## src/hw/rtl/fast_gelu_activation_core_defines.svh

```systemverilog
// Assertion macros for the fast GELU core.
`ifndef FAST_GELU_ACTIVATION_CORE_DEFINES_SVH
`define FAST_GELU_ACTIVATION_CORE_DEFINES_SVH

`ifndef SYNTHESIS
`define FGA_ASSERT(lbl, clk, rst_n, prop) \
    lbl: assert property (@(posedge clk) disable iff (!rst_n) (prop)) \
        else $error("fast gelu assertion failed");
`define FGA_ASSERT_IMPL(lbl, clk, rst_n, ante, cons) \
    lbl: assert property (@(posedge clk) disable iff (!rst_n) (ante) |-> (cons)) \
        else $error("fast gelu assertion failed");
`else
`define FGA_ASSERT(lbl, clk, rst_n, prop)
`define FGA_ASSERT_IMPL(lbl, clk, rst_n, ante, cons)
`endif

`endif

```

## src/hw/rtl/fga_pkg.sv

```systemverilog
`default_nettype none
package fga_pkg;

    localparam int KLOG_W = 18;
    localparam logic [KLOG_W-1:0] KLOG = 18'd160921;
    localparam int TAB_W = 17;

    function automatic logic [TAB_W-1:0] pow2_tab(input logic [4:0] i);
        logic [TAB_W-1:0] t;
        begin
            case (i)
                5'd0:    t = 17'd65536;
                5'd1:    t = 17'd62757;
                5'd2:    t = 17'd60097;
                5'd3:    t = 17'd57549;
                5'd4:    t = 17'd55109;
                5'd5:    t = 17'd52773;
                5'd6:    t = 17'd50535;
                5'd7:    t = 17'd48393;
                5'd8:    t = 17'd46341;
                5'd9:    t = 17'd44376;
                5'd10:   t = 17'd42495;
                5'd11:   t = 17'd40693;
                5'd12:   t = 17'd38968;
                5'd13:   t = 17'd37316;
                5'd14:   t = 17'd35734;
                5'd15:   t = 17'd34219;
                5'd16:   t = 17'd32768;
                default: t = 17'd32768;
            endcase
            return t;
        end
    endfunction

endpackage
`default_nettype wire

```

## src/hw/rtl/fga_stream_if.sv

```systemverilog
`default_nettype none
interface fga_in_if #(parameter int DATA_WIDTH = 16);
    logic                         valid;
    logic                         ready;
    logic signed [DATA_WIDTH-1:0] x_in;
    modport source (output valid, output x_in, input ready);
    modport sink   (input valid, input x_in, output ready);
endinterface

interface fga_out_if #(parameter int DATA_WIDTH = 16);
    logic                         valid;
    logic                         ready;
    logic signed [DATA_WIDTH-1:0] y_out;
    modport source (output valid, output y_out, input ready);
    modport sink   (input valid, input y_out, output ready);
endinterface
`default_nettype wire

```

## src/hw/rtl/fast_gelu_activation_core.sv

```systemverilog
// Fast GELU core: y = x * sigmoid(1.702 x) on signed fixed-point samples.
// Channels: sample (sink, field x_in) and result (source, field y_out), both
// valid/ready; a beat moves on a clock edge with valid and ready high.
// Both fields are DATA_WIDTH-bit two's complement with FRAC_BITS fraction bits.
// Throughput: one beat per cycle in and out while result.ready is high.
// Pipeline stages: magnitude and log2 scaling, table interpolation, exponent
// shift, numerator multiply, one stage per quotient bit of the restoring
// divider, output sign and saturation register.
// Each stage holds its own valid bit; a stage loads whenever it is empty or the
// stage after it moves, so bubbles close up and a stalled result holds in place
// while earlier stages keep filling. sample.ready drops only when every stage
// holds a beat and result.ready is low.
// Reset clears all valid bits; data registers are not reset.
`default_nettype none
`include "fast_gelu_activation_core_defines.svh"
module fast_gelu_activation_core #(
    parameter int DATA_WIDTH = 16,
    parameter int FRAC_BITS  = 12
) (
    input wire         clk,
    input wire         rst_n,
    fga_in_if.sink     sample,
    fga_out_if.source  result
);
    import fga_pkg::*;

    localparam int DW   = DATA_WIDTH;
    localparam int PW   = DW + KLOG_W + 1;
    localparam int ZW   = (DW + KLOG_W + 1 - FRAC_BITS > 17) ? DW + KLOG_W + 1 - FRAC_BITS : 17;
    localparam int NUMW = DW + 17;
    localparam int RW   = DW + 19;
    localparam int DVW  = 19;
    localparam int S    = DW + 5;

    localparam logic [DW-1:0] HALF = DW'(1) << (DW - 1);
    localparam logic [DW-1:0] MAXP = HALF - DW'(1);

    logic [S-1:0] v_reg;
    logic [S-1:0] en;

    assign en[S-1] = !v_reg[S-1] || result.ready;
    genvar g;
    generate
        for (g = 0; g < S - 1; g++) begin : g_en
            assign en[g] = !v_reg[g] || en[g+1];
        end
    endgenerate

    assign sample.ready = en[0];

    always_ff @(posedge clk or negedge rst_n)
    begin
        if (!rst_n)
        begin
            v_reg <= '0;
        end
        else
        begin
            if (en[0])
            begin
                v_reg[0] <= sample.valid;
            end
            for (int k = 1; k < S; k++)
            begin
                if (en[k])
                begin
                    v_reg[k] <= v_reg[k-1];
                end
            end
        end
    end

    // stage 0: magnitude and scaled exponent
    logic [DW-1:0] raw0;
    logic [DW-1:0] mag0_next;
    logic [PW-1:0] zsum0;
    logic          neg0_reg;
    logic [DW-1:0] mag0_reg;
    logic [ZW-1:0] z0_reg;

    always_comb
    begin
        raw0      = sample.x_in;
        mag0_next = raw0[DW-1] ? DW'(~raw0 + DW'(1)) : raw0;
        zsum0     = PW'(mag0_next) * PW'(KLOG) + (PW'(1) << (FRAC_BITS - 1));
    end

    always_ff @(posedge clk)
    begin
        if (en[0])
        begin
            neg0_reg <= raw0[DW-1];
            mag0_reg <= mag0_next;
            z0_reg   <= ZW'(zsum0 >> FRAC_BITS);
        end
    end

    // stage 1: table lookup and interpolation product
    logic [3:0]       idx1;
    logic [TAB_W-1:0] hi1;
    logic [TAB_W-1:0] lo1;
    logic [11:0]      diff1;
    logic             neg1_reg;
    logic [DW-1:0]    mag1_reg;
    logic [TAB_W-1:0] hi1_reg;
    logic [23:0]      prod1_reg;
    logic [4:0]       sh1_reg;
    logic             nbig1_reg;

    always_comb
    begin
        idx1  = z0_reg[15:12];
        hi1   = pow2_tab({1'b0, idx1});
        lo1   = pow2_tab(5'({1'b0, idx1} + 5'd1));
        diff1 = 12'(hi1 - lo1);
    end

    always_ff @(posedge clk)
    begin
        if (en[1])
        begin
            neg1_reg  <= neg0_reg;
            mag1_reg  <= mag0_reg;
            hi1_reg   <= hi1;
            prod1_reg <= 24'(diff1) * 24'(z0_reg[11:0]);
            sh1_reg   <= 5'(z0_reg >> 16);
            nbig1_reg <= (z0_reg >> 16) >= ZW'(17);
        end
    end

    // stage 2: exponential
    logic [TAB_W-1:0] p2;
    logic             neg2_reg;
    logic [DW-1:0]    mag2_reg;
    logic [TAB_W-1:0] e2_reg;

    assign p2 = hi1_reg - TAB_W'((prod1_reg + 24'd2048) >> 12);

    always_ff @(posedge clk)
    begin
        if (en[2])
        begin
            neg2_reg <= neg1_reg;
            mag2_reg <= mag1_reg;
            e2_reg   <= nbig1_reg ? '0 : (p2 >> sh1_reg);
        end
    end

    // stage 3: numerator and divisor
    logic [NUMW-1:0] num3;
    logic [17:0]     den3;

    always_comb
    begin
        num3 = neg2_reg ? NUMW'(mag2_reg) * NUMW'(e2_reg) : (NUMW'(mag2_reg) << 16);
        den3 = 18'(e2_reg) + 18'd65536;
    end

    logic [RW-1:0]  rem_reg  [DW+1];
    logic [DVW-1:0] dv_reg   [DW+1];
    logic [DW-1:0]  q_reg    [DW+1];
    logic           dneg_reg [DW+1];

    always_ff @(posedge clk)
    begin
        if (en[3])
        begin
            rem_reg[0]  <= (RW'(num3) << 1) + RW'(den3);
            dv_reg[0]   <= {den3, 1'b0};
            q_reg[0]    <= '0;
            dneg_reg[0] <= neg2_reg;
        end
    end

    // restoring divider: one quotient bit per stage
    generate
        for (g = 0; g < DW; g++) begin : g_div
            logic [RW-1:0] trial;
            logic          ge;
            assign trial = RW'(dv_reg[g]) << (DW - 1 - g);
            assign ge    = rem_reg[g] >= trial;
            always_ff @(posedge clk)
            begin
                if (en[4+g])
                begin
                    rem_reg[g+1]  <= ge ? rem_reg[g] - trial : rem_reg[g];
                    dv_reg[g+1]   <= dv_reg[g];
                    q_reg[g+1]    <= {q_reg[g][DW-2:0], ge};
                    dneg_reg[g+1] <= dneg_reg[g];
                end
            end
        end
    endgenerate

    // output stage: sign and saturate
    logic [DW-1:0] qf;
    logic [DW-1:0] qc;
    logic [DW-1:0] y_next;
    logic [DW-1:0] y_reg;
    logic          neg_out_reg;

    always_comb
    begin
        qf = q_reg[DW];
        if (dneg_reg[DW])
        begin
            qc     = (qf > HALF) ? HALF : qf;
            y_next = DW'(~qc + DW'(1));
        end
        else
        begin
            qc     = qf;
            y_next = (qf > MAXP) ? MAXP : qf;
        end
    end

    always_ff @(posedge clk)
    begin
        if (en[S-1])
        begin
            y_reg       <= y_next;
            neg_out_reg <= dneg_reg[DW];
        end
    end

    assign result.valid = v_reg[S-1];
    assign result.y_out = y_reg;

    `FGA_ASSERT_IMPL(a_ready_only_on_stall, clk, rst_n, !sample.ready, result.valid && !result.ready)
    `FGA_ASSERT_IMPL(a_div_rem_below, clk, rst_n, v_reg[S-2], rem_reg[DW] < RW'(dv_reg[DW]))
    `FGA_ASSERT_IMPL(a_pos_sign, clk, rst_n, result.valid && !neg_out_reg, !y_reg[DW-1])

endmodule
`default_nettype wire

```

## src/flat_wrapper.sv

```systemverilog
// flat-port wrapper written by rule: the top's interface ports become plain ports
module fast_gelu_activation_core_flat import fga_pkg::*;
#(
    parameter int DATA_WIDTH = 16,
    parameter int FRAC_BITS  = 12
)
  (clk, rst_n, sample_valid, sample_x_in, sample_ready, result_valid, result_y_out, result_ready);
  fga_in_if #(.DATA_WIDTH(DATA_WIDTH)) sample_i ();
  fga_out_if #(.DATA_WIDTH(DATA_WIDTH)) result_i ();
  input wire clk;
  input wire rst_n;
  input wire logic [$bits(sample_i.valid)-1:0] sample_valid;
  input wire logic [$bits(sample_i.x_in)-1:0] sample_x_in;
  output wire logic [$bits(sample_i.ready)-1:0] sample_ready;
  output wire logic [$bits(result_i.valid)-1:0] result_valid;
  output wire logic [$bits(result_i.y_out)-1:0] result_y_out;
  input wire logic [$bits(result_i.ready)-1:0] result_ready;
  assign sample_i.valid = sample_valid;
  assign sample_i.x_in = sample_x_in;
  assign sample_ready = sample_i.ready;
  assign result_valid = result_i.valid;
  assign result_y_out = result_i.y_out;
  assign result_i.ready = result_ready;
  fast_gelu_activation_core #(.DATA_WIDTH(DATA_WIDTH), .FRAC_BITS(FRAC_BITS)) u_core (.clk(clk), .rst_n(rst_n), .sample(sample_i), .result(result_i));
endmodule
```

## config.mk

```make
export PLATFORM = sky130hd
export DESIGN_NAME = fast_gelu_activation_core_flat
export DESIGN_NICKNAME = d
export VERILOG_FILES = /design/src/hw/rtl/fga_pkg.sv /design/src/hw/rtl/fga_stream_if.sv /design/src/hw/rtl/fast_gelu_activation_core.sv /design/src/flat_wrapper.sv
export VERILOG_INCLUDE_DIRS = /design/src /design/src/hw/rtl
export SDC_FILE = /design/constraint.sdc
export NUM_CORES = 2
export LEC_CHECK = 0
export ABC_AREA = 1
export BUFFER_PORTS_ARGS = -buffer_cell sky130_fd_sc_hd__buf_2
export CAP_MARGIN = 20
export CORE_MARGIN = 2
export CORE_UTILIZATION = 26
export CTS_BUF_LIST = sky130_fd_sc_hd__clkbuf_4
export DETAILED_ROUTE_END_ITERATION = 10
export REMOVE_ABC_BUFFERS = 1
export SLEW_MARGIN = 25
export SYNTH_ARGS = -nofsm -noshare
export SYNTH_HDL_FRONTEND = slang
export SYNTH_SLANG_ARGS = --single-unit
```

## constraint.sdc

```tcl
create_clock -name clk -period 9.4 [get_ports clk]
set_clock_uncertainty 0.2 [all_clocks]
set_input_delay 1.88 -clock clk [delete_from_list [all_inputs] [get_ports clk]]
set_output_delay 1.88 -clock clk [all_outputs]
set_load 0.005 [all_outputs]
```

# After elaboration in Yosys (flattened, before gate mapping)
# Memory sizes are Yosys's and may differ from the RTL's. A register that Yosys moved wholly into a read port is not among the register bits.
# Cells that the tools add are included.
[classes]
n_bitwise = 2
mul = 3
n_reduce_logical = 42
order_cmp = 19
muxes = 56
addsub = 25
n_shift = 1
[ops]
columns = ["op", "n"]
rows = [
  ["2-to-1 mux 35 bit", 16],
  ["2-to-1 mux 16 bit", 4],
  ["adder 34 x 12 -> 35 bit (second input constant)", 1],
  ["adder 34 x 18 -> 35 bit", 1],
  ["greater-or-equal comparator 35 x 19 -> 1 bit", 1],
  ["greater-or-equal comparator 35 x 20 -> 1 bit", 1],
  ["greater-or-equal comparator 35 x 21 -> 1 bit", 1],
  ["greater-or-equal comparator 35 x 22 -> 1 bit", 1],
  ["greater-or-equal comparator 35 x 23 -> 1 bit", 1],
  ["greater-or-equal comparator 35 x 24 -> 1 bit", 1],
  ["greater-or-equal comparator 35 x 25 -> 1 bit", 1],
  ["greater-or-equal comparator 35 x 26 -> 1 bit", 1],
  ["greater-or-equal comparator 35 x 27 -> 1 bit", 1],
  ["greater-or-equal comparator 35 x 28 -> 1 bit", 1],
  ["greater-or-equal comparator 35 x 29 -> 1 bit", 1],
  ["greater-or-equal comparator 35 x 30 -> 1 bit", 1],
  ["greater-or-equal comparator 35 x 31 -> 1 bit", 1],
  ["greater-or-equal comparator 35 x 32 -> 1 bit", 1],
  ["greater-or-equal comparator 35 x 33 -> 1 bit", 1],
  ["greater-or-equal comparator 35 x 34 -> 1 bit", 1],
  ["subtractor 35 x 19 -> 35 bit", 1],
  ["subtractor 35 x 20 -> 35 bit", 1],
  ["subtractor 35 x 21 -> 35 bit", 1],
  ["subtractor 35 x 22 -> 35 bit", 1],
  ["31 further kinds", 106],
]
[word_totals]
ramBits = 1207
input_bits = 20
romBits = 816
wordCells = 188
mem_count = 6
regBits = 175
output_inout_bits = 18
[memory_table]
columns = ["memory", "words", "word_bits", "rd", "rd_ports_with_merged_regs", "wr", "line_no", "rtl"]
rows = [
  ["u_core.rem_reg", 17, 35, 16, 0, 17, "fast_gelu_activation_core.sv:159", "logic [RW-1:0] rem_reg [DW+1];"],
  ["(no name shown)", 32, 17, 1, 0, 0, "fga_pkg.sv:11", "case (i)"],
  ["u_core.dv_reg", 17, 19, 16, 0, 17, "fast_gelu_activation_core.sv:160", "logic [DVW-1:0] dv_reg [DW+1];"],
  ["(no name shown)", 16, 17, 1, 1, 0, "fga_pkg.sv:11", ""],
  ["u_core.q_reg", 17, 16, 17, 0, 17, "fast_gelu_activation_core.sv:161", "logic [DW-1:0] q_reg [DW+1];"],
  ["u_core.dneg_reg", 17, 1, 17, 0, 17, "fast_gelu_activation_core.sv:162", "logic dneg_reg [DW+1];"],
]

# Depth between registers and ports, before layout
[depth]
depth_word = 23
ltp_mapped = 43
depth_no_buf = 42

# Worst setup path before layout
# Ideal clock, no wire load.
[synth_path]
path_type = "in2out"
from = "input port result_ready"
to = "output port sample_ready"
arrival_ps = 6842
cell_stages = 12
setup_slack_ps = 478
t_required_ps = 7320
path_cell_list = "inv_2 -> nand3_2 -> nor2_4 -> nand4_4 -> nor2_4 -> nand4_4 -> nor2_4 -> nand4_4 -> nor2_4 -> nand4_4 -> nor2_4 -> nand3_4"
[synth_between]
elab_chain_len = 21
[synth_lines]
columns = ["item", "line_no", "rtl"]
rows = [
  ["from (decl)", "flat_wrapper.sv:17", "input wire logic [$bits(result_i.ready)-1:0] result_ready;"],
  ["logical OR 1 bit", "fast_gelu_activation_core.sv:41", "assign en[S-1] = !v_reg[S-1] || result.ready;"],
  ["logical OR 1 bit", "fast_gelu_activation_core.sv:45", "assign en[g] = !v_reg[g] || en[g+1];"],
  ["net u_core.en[19]", "fast_gelu_activation_core.sv:39", "logic [S-1:0] en;"],
  ["logical OR 1 bit (4 in a row)", "fast_gelu_activation_core.sv:45", ""],
  ["net u_core.en[15]", "fast_gelu_activation_core.sv:39", ""],
  ["logical OR 1 bit (4 in a row)", "fast_gelu_activation_core.sv:45", ""],
  ["net u_core.en[11]", "fast_gelu_activation_core.sv:39", ""],
  ["logical OR 1 bit (4 in a row)", "fast_gelu_activation_core.sv:45", ""],
  ["net u_core.en[7]", "fast_gelu_activation_core.sv:39", ""],
  ["logical OR 1 bit (4 in a row)", "fast_gelu_activation_core.sv:45", ""],
  ["net u_core.en[3]", "fast_gelu_activation_core.sv:39", ""],
  ["logical OR 1 bit (3 in a row)", "fast_gelu_activation_core.sv:45", ""],
  ["to (decl)", "flat_wrapper.sv:14", "output wire logic [$bits(sample_i.ready)-1:0] sample_ready;"],
]
# The timed path passes the listed nets, and every way through them passes these cells.

# Worst setup path after layout
[layout_path]
from = "register u_core.z0_reg[13]"
to = "register u_core.prod1_reg[22] (data pin)"
[layout_between]
elab_chain_len = 4
[layout_lines]
columns = ["item", "line_no", "rtl"]
rows = [
  ["from (decl)", "fast_gelu_activation_core.sv:79", "logic [ZW-1:0] z0_reg;"],
  ["from (signal assigned)", "fast_gelu_activation_core.sv:94", "z0_reg <= ZW'(zsum0 >> FRAC_BITS);"],
  ["adder 4 x 1 -> 5 bit", "fast_gelu_activation_core.sv:114", "lo1 = pow2_tab(5'({1'b0, idx1} + 5'd1));"],
  ["memory read (32 x 17 bit)", "--", ""],
  ["subtractor 12 bit", "fast_gelu_activation_core.sv:115", "diff1 = 12'(hi1 - lo1);"],
  ["multiplier 12 x 12 -> 24 bit", "fast_gelu_activation_core.sv:125", "prod1_reg <= 24'(diff1) * 24'(z0_reg[11:0]);"],
  ["to (signal assigned)", "fast_gelu_activation_core.sv:125", ""],
  ["to (decl)", "fast_gelu_activation_core.sv:106", "logic [23:0] prod1_reg;"],
]
# Every way passes these cells.
# A chain may end at the register's enable or synchronous reset.

==> impl_summary.log <==
INFO  metric cts_htree_levels = 5
INFO  metric avgSynthCellArea = 9.68 um^2
INFO  metric die_height = 555 um
INFO  metric insertion_delay = 1.17 ns
INFO  metric setup-tns-final = 0 ns
INFO  metric netlist-cell-type-count = 69
INFO  metric dpl.cell_count = 12,080
INFO  metric timing.max_slew.rel_slack = 0.273
INFO  metric finalHoldViolations = 0
INFO  metric drt-vias-per-instance = 4.30
INFO  metric synth-edff-count = 1,128
INFO  metric end_kind = register
INFO  metric grt_antenna_before_repair = 2
INFO  metric met3WireLength = 6000 um
INFO  metric io-pin-count = 38
INFO  metric clk_path_buf_depth = 4
INFO  metric routed.top_layer = met4
INFO  metric first_global_vias = 55,595
INFO  metric m1WireLength = 72,100 um
INFO  metric wire_length_of_the_first_global_routing_pass = 277,000 um
INFO  metric final_layout_size_suffix_gt1_frac = 0.0804
INFO  metric cp_slowest_stage_delay = 0.54 ns
INFO  metric post_layout_nonfiller_instances = 12,613
INFO  metric critical_path.startpoint_type = register
INFO  metric synth-main-ff-cell = sky130_fd_sc_hd__edfxtp_1
INFO  metric length_of_routed_met2_wiring = 83,900 um
INFO  metric remaining_drcs = 0
INFO  metric clkSlewWorstSetupHoldPaths = 0.06 ns
INFO  metric grt_usage = 0.109
INFO  metric ys_seq_elements = 1,166
INFO  metric period_share = 0.921
INFO  metric drt-wirelength-per-cell = 13.3 um
INFO  metric synthCells = 8,165
INFO  metric dpl-instance-area = 0.0840 mm^2
INFO  metric placementRows = 202
INFO  metric grt_setup_unrepaired = no
INFO  metric slew_at_the_pin_with_the_worst_max_slew_slack = 1.09 ns
INFO  metric number_of_flip_flops_in_the_largest_register = 560
INFO  metric critPathArrivalTime = 9.26 ns
INFO  metric clock-sinks = 1,166
INFO  metric worst-path-max-fanout = 13
INFO  metric first_pass_iters = 5
INFO  metric setup_viol = 0
INFO  metric routed-via-count = 54,200
INFO  metric fp.dieArea = 0.309 mm^2
INFO  metric timing.critical_path.slowest_stage_cell = sky130_fd_sc_hd__fa_1
INFO  metric tritoncts = done
INFO  metric placed_wire_length_estimate_after_detailed_placement = 133,000 um
INFO  metric antenna_violation_net_count_after_detailed_routing = 0
INFO  metric period_minus_slack = 8.66 ns
INFO  metric num-nets-final = 9,488
INFO  metric drtIter0Drc = 2,746
INFO  metric yosys_warnings = 0
INFO  metric synth-async-reset-ratio = 0.0180
INFO  metric port_buffers = 37
INFO  metric timing.max_cap.violations = 0
INFO  metric layout.cell_area.non_filler = 0.0879 mm^2
INFO  metric finalWeightedCongestion = 0.878
INFO  metric largest_net_degree_at_the_start_of_global_routing = 70
INFO  metric clock.fmax = 115 MHz
INFO  metric initial_core_util = 0.261
INFO  metric cp_data_required_time = 10.00 ns
INFO  metric min-delay-path-class = register to register
INFO  metric number_of_buffers_created_by_cts = 305
INFO  metric critical-path-top-cell-by-count = sky130_fd_sc_hd__nand2_1
INFO  metric timing_worst_setup_path_type = register to register
INFO  metric detail_route.wirelength = 168,000 um
INFO  metric synth.cell_area = 0.0791 mm^2
INFO  metric flow.area_growth_from_synthesis = 11.1%
INFO  metric run_status = finished, final reports clean
INFO  metric clock-root-buffer = sky130_fd_sc_hd__clkbuf_4
INFO  metric yosysSeqAreaShare = 0.439
INFO  metric die_w = 555 um
INFO  metric grt_remaining_overflow = 0
INFO  metric report.final.slew_viol_count = 0
INFO  metric core-area = 0.303 mm^2
## cell type report
cell class | instances | area [um^2]
Multi-Input combinational cell | 5317 | 38000
Sequential cell | 1166 | 34700
Clock buffer | 439 | 3300
Inverter | 1522 | 5720
Antenna cell | 7 | 17.5
Timing Repair Buffer | 100 | 658
Tap cell | 3978 | 4980
Clock inverter | 84 | 502
Fill cell | 31684 | 215000
## cells in the final DEF (no fill, tap or decap), types with 21 or more instances in the layout
| cell type | n |
|---|---|
| sky130_fd_sc_hd__nand4_1 | 71 |
| sky130_fd_sc_hd__xor2_1 | 244 |
| sky130_fd_sc_hd__a21oi_1 | 492 |
| sky130_fd_sc_hd__buf_4 | 63 |
| sky130_fd_sc_hd__clkinv_2 | 23 |
| sky130_fd_sc_hd__clkinv_1 | 56 |
| sky130_fd_sc_hd__inv_1 | 1500 |
| sky130_fd_sc_hd__buf_2 | 37 |
| sky130_fd_sc_hd__a21o_1 | 23 |
| sky130_fd_sc_hd__edfxtp_1 | 1128 |
| sky130_fd_sc_hd__o21ai_1 | 25 |
| sky130_fd_sc_hd__nand3_1 | 199 |
| sky130_fd_sc_hd__nand2_1 | 1461 |
| sky130_fd_sc_hd__a31oi_1 | 44 |
| sky130_fd_sc_hd__nor4_1 | 71 |
| sky130_fd_sc_hd__or2_2 | 41 |
| sky130_fd_sc_hd__ha_1 | 649 |
| sky130_fd_sc_hd__clkbuf_4 | 439 |
| sky130_fd_sc_hd__o21ai_0 | 516 |
| sky130_fd_sc_hd__fa_1 | 406 |
| sky130_fd_sc_hd__nor3_1 | 88 |
| sky130_fd_sc_hd__dfrtp_1 | 21 |
| sky130_fd_sc_hd__nor2_1 | 528 |
| sky130_fd_sc_hd__xnor2_1 | 207 |
## path summary, 6_finish.rpt
| kind | to | slack (ns) | start | cells past startpoint |
|---|---|---|---|---|
| setup / recovery | u_core.prod1_reg[22]$_DFFE_PP_ | 0.74 | u_core.z0_reg[13]$_DFFE_PN_ | 39 |
| hold / removal | u_core.q_reg[0][196]$_DFFE_PP_ | 0.07 | u_core.q_reg[0][179]$_DFFE_PP_ | 0 |
| setup reg to reg | u_core.prod1_reg[22]$_DFFE_PP_ | 0.74 | u_core.z0_reg[13]$_DFFE_PN_ | 39 |
| hold reg to reg | u_core.q_reg[0][196]$_DFFE_PP_ | 0.07 | u_core.q_reg[0][179]$_DFFE_PP_ | 0 |
| max in group asynchronous | u_core.v_reg[13]$_DFFE_PN0P_ | 7.81 | rst_n | 2 |
| min in group asynchronous | u_core.v_reg[0]$_DFFE_PN0N_ | 0.58 | rst_n | 2 |
## critical path: cells and delay by family, from the launching register on
family,cells,cell delay [ns]
adders and majority gates,10,4.04
and+or+nand+nor,15,1.83
AOI/OAI and AO/OA,9,1.39
DFF,1,0.47
buffers and inverters,4,0.28
xor gates and xnor gates,1,0.09
## metrics by stage
stage,worst slack [ns],hold slack [ns],utilization
floorplan,0.267,0.186,-
global placement,0.190,0.187,0.278
detailed placement,0.195,0.191,0.278
CTS,0.347,0.0494,0.290
global route,0.0532,0.0683,0.290
finish,0.738,0.0710,0.290
## cell usage after synthesis, drive strengths merged, types with 41 or more instances
cell type | number | share of area
inv | 1513 | 0.072
nand2 | 1481 | 0.071
edfxtp | 1128 | 0.43
ha | 650 | 0.10
o21ai | 544 | 0.035
nor2 | 540 | 0.026
a21oi | 495 | 0.031
fa | 406 | 0.10
xor2 | 245 | 0.027
nand3 | 210 | 0.014
xnor2 | 207 | 0.023
clkbuf | 126 | 0.0060
nor3 | 89 | 0.0057
nand4 | 78 | 0.0073
nor4 | 72 | 0.0057
a31oi | 44 | 0.0035
or2 | 41 | 0.0032
## layer usage
layer  track usage  vias to the layer above
met4        0.0443                        0
met1         0.127                    25196
met2         0.196                      907
met3        0.0179                      357
li1              -                    27740
met5             0                        -
## kinds of logic (layout without fill, tap and decap cells)
group                      after synthesis  count (layout)  share of synthesized area
adders and majority gates             1056            1056                      0.206
AOI/OAI and AO/OA                     1257            1257                     0.0869
other                                    0               7                          0
DFF                                   1166            1166                      0.439
and+or+nand+nor                       2552            2552                      0.137
buffers and inverters                 1682            2145                     0.0809
xor gates and xnor gates               452             452                     0.0502
## what timing repair did
item	CTS	global route
buffers inserted	0	3
hold buffers	0	0
resized for setup	0	4
endpoints found under the setup margin	0	3
Power is not shown: default switching activity piles up to over one toggle a cycle in this logic, so the estimate is an artifact.
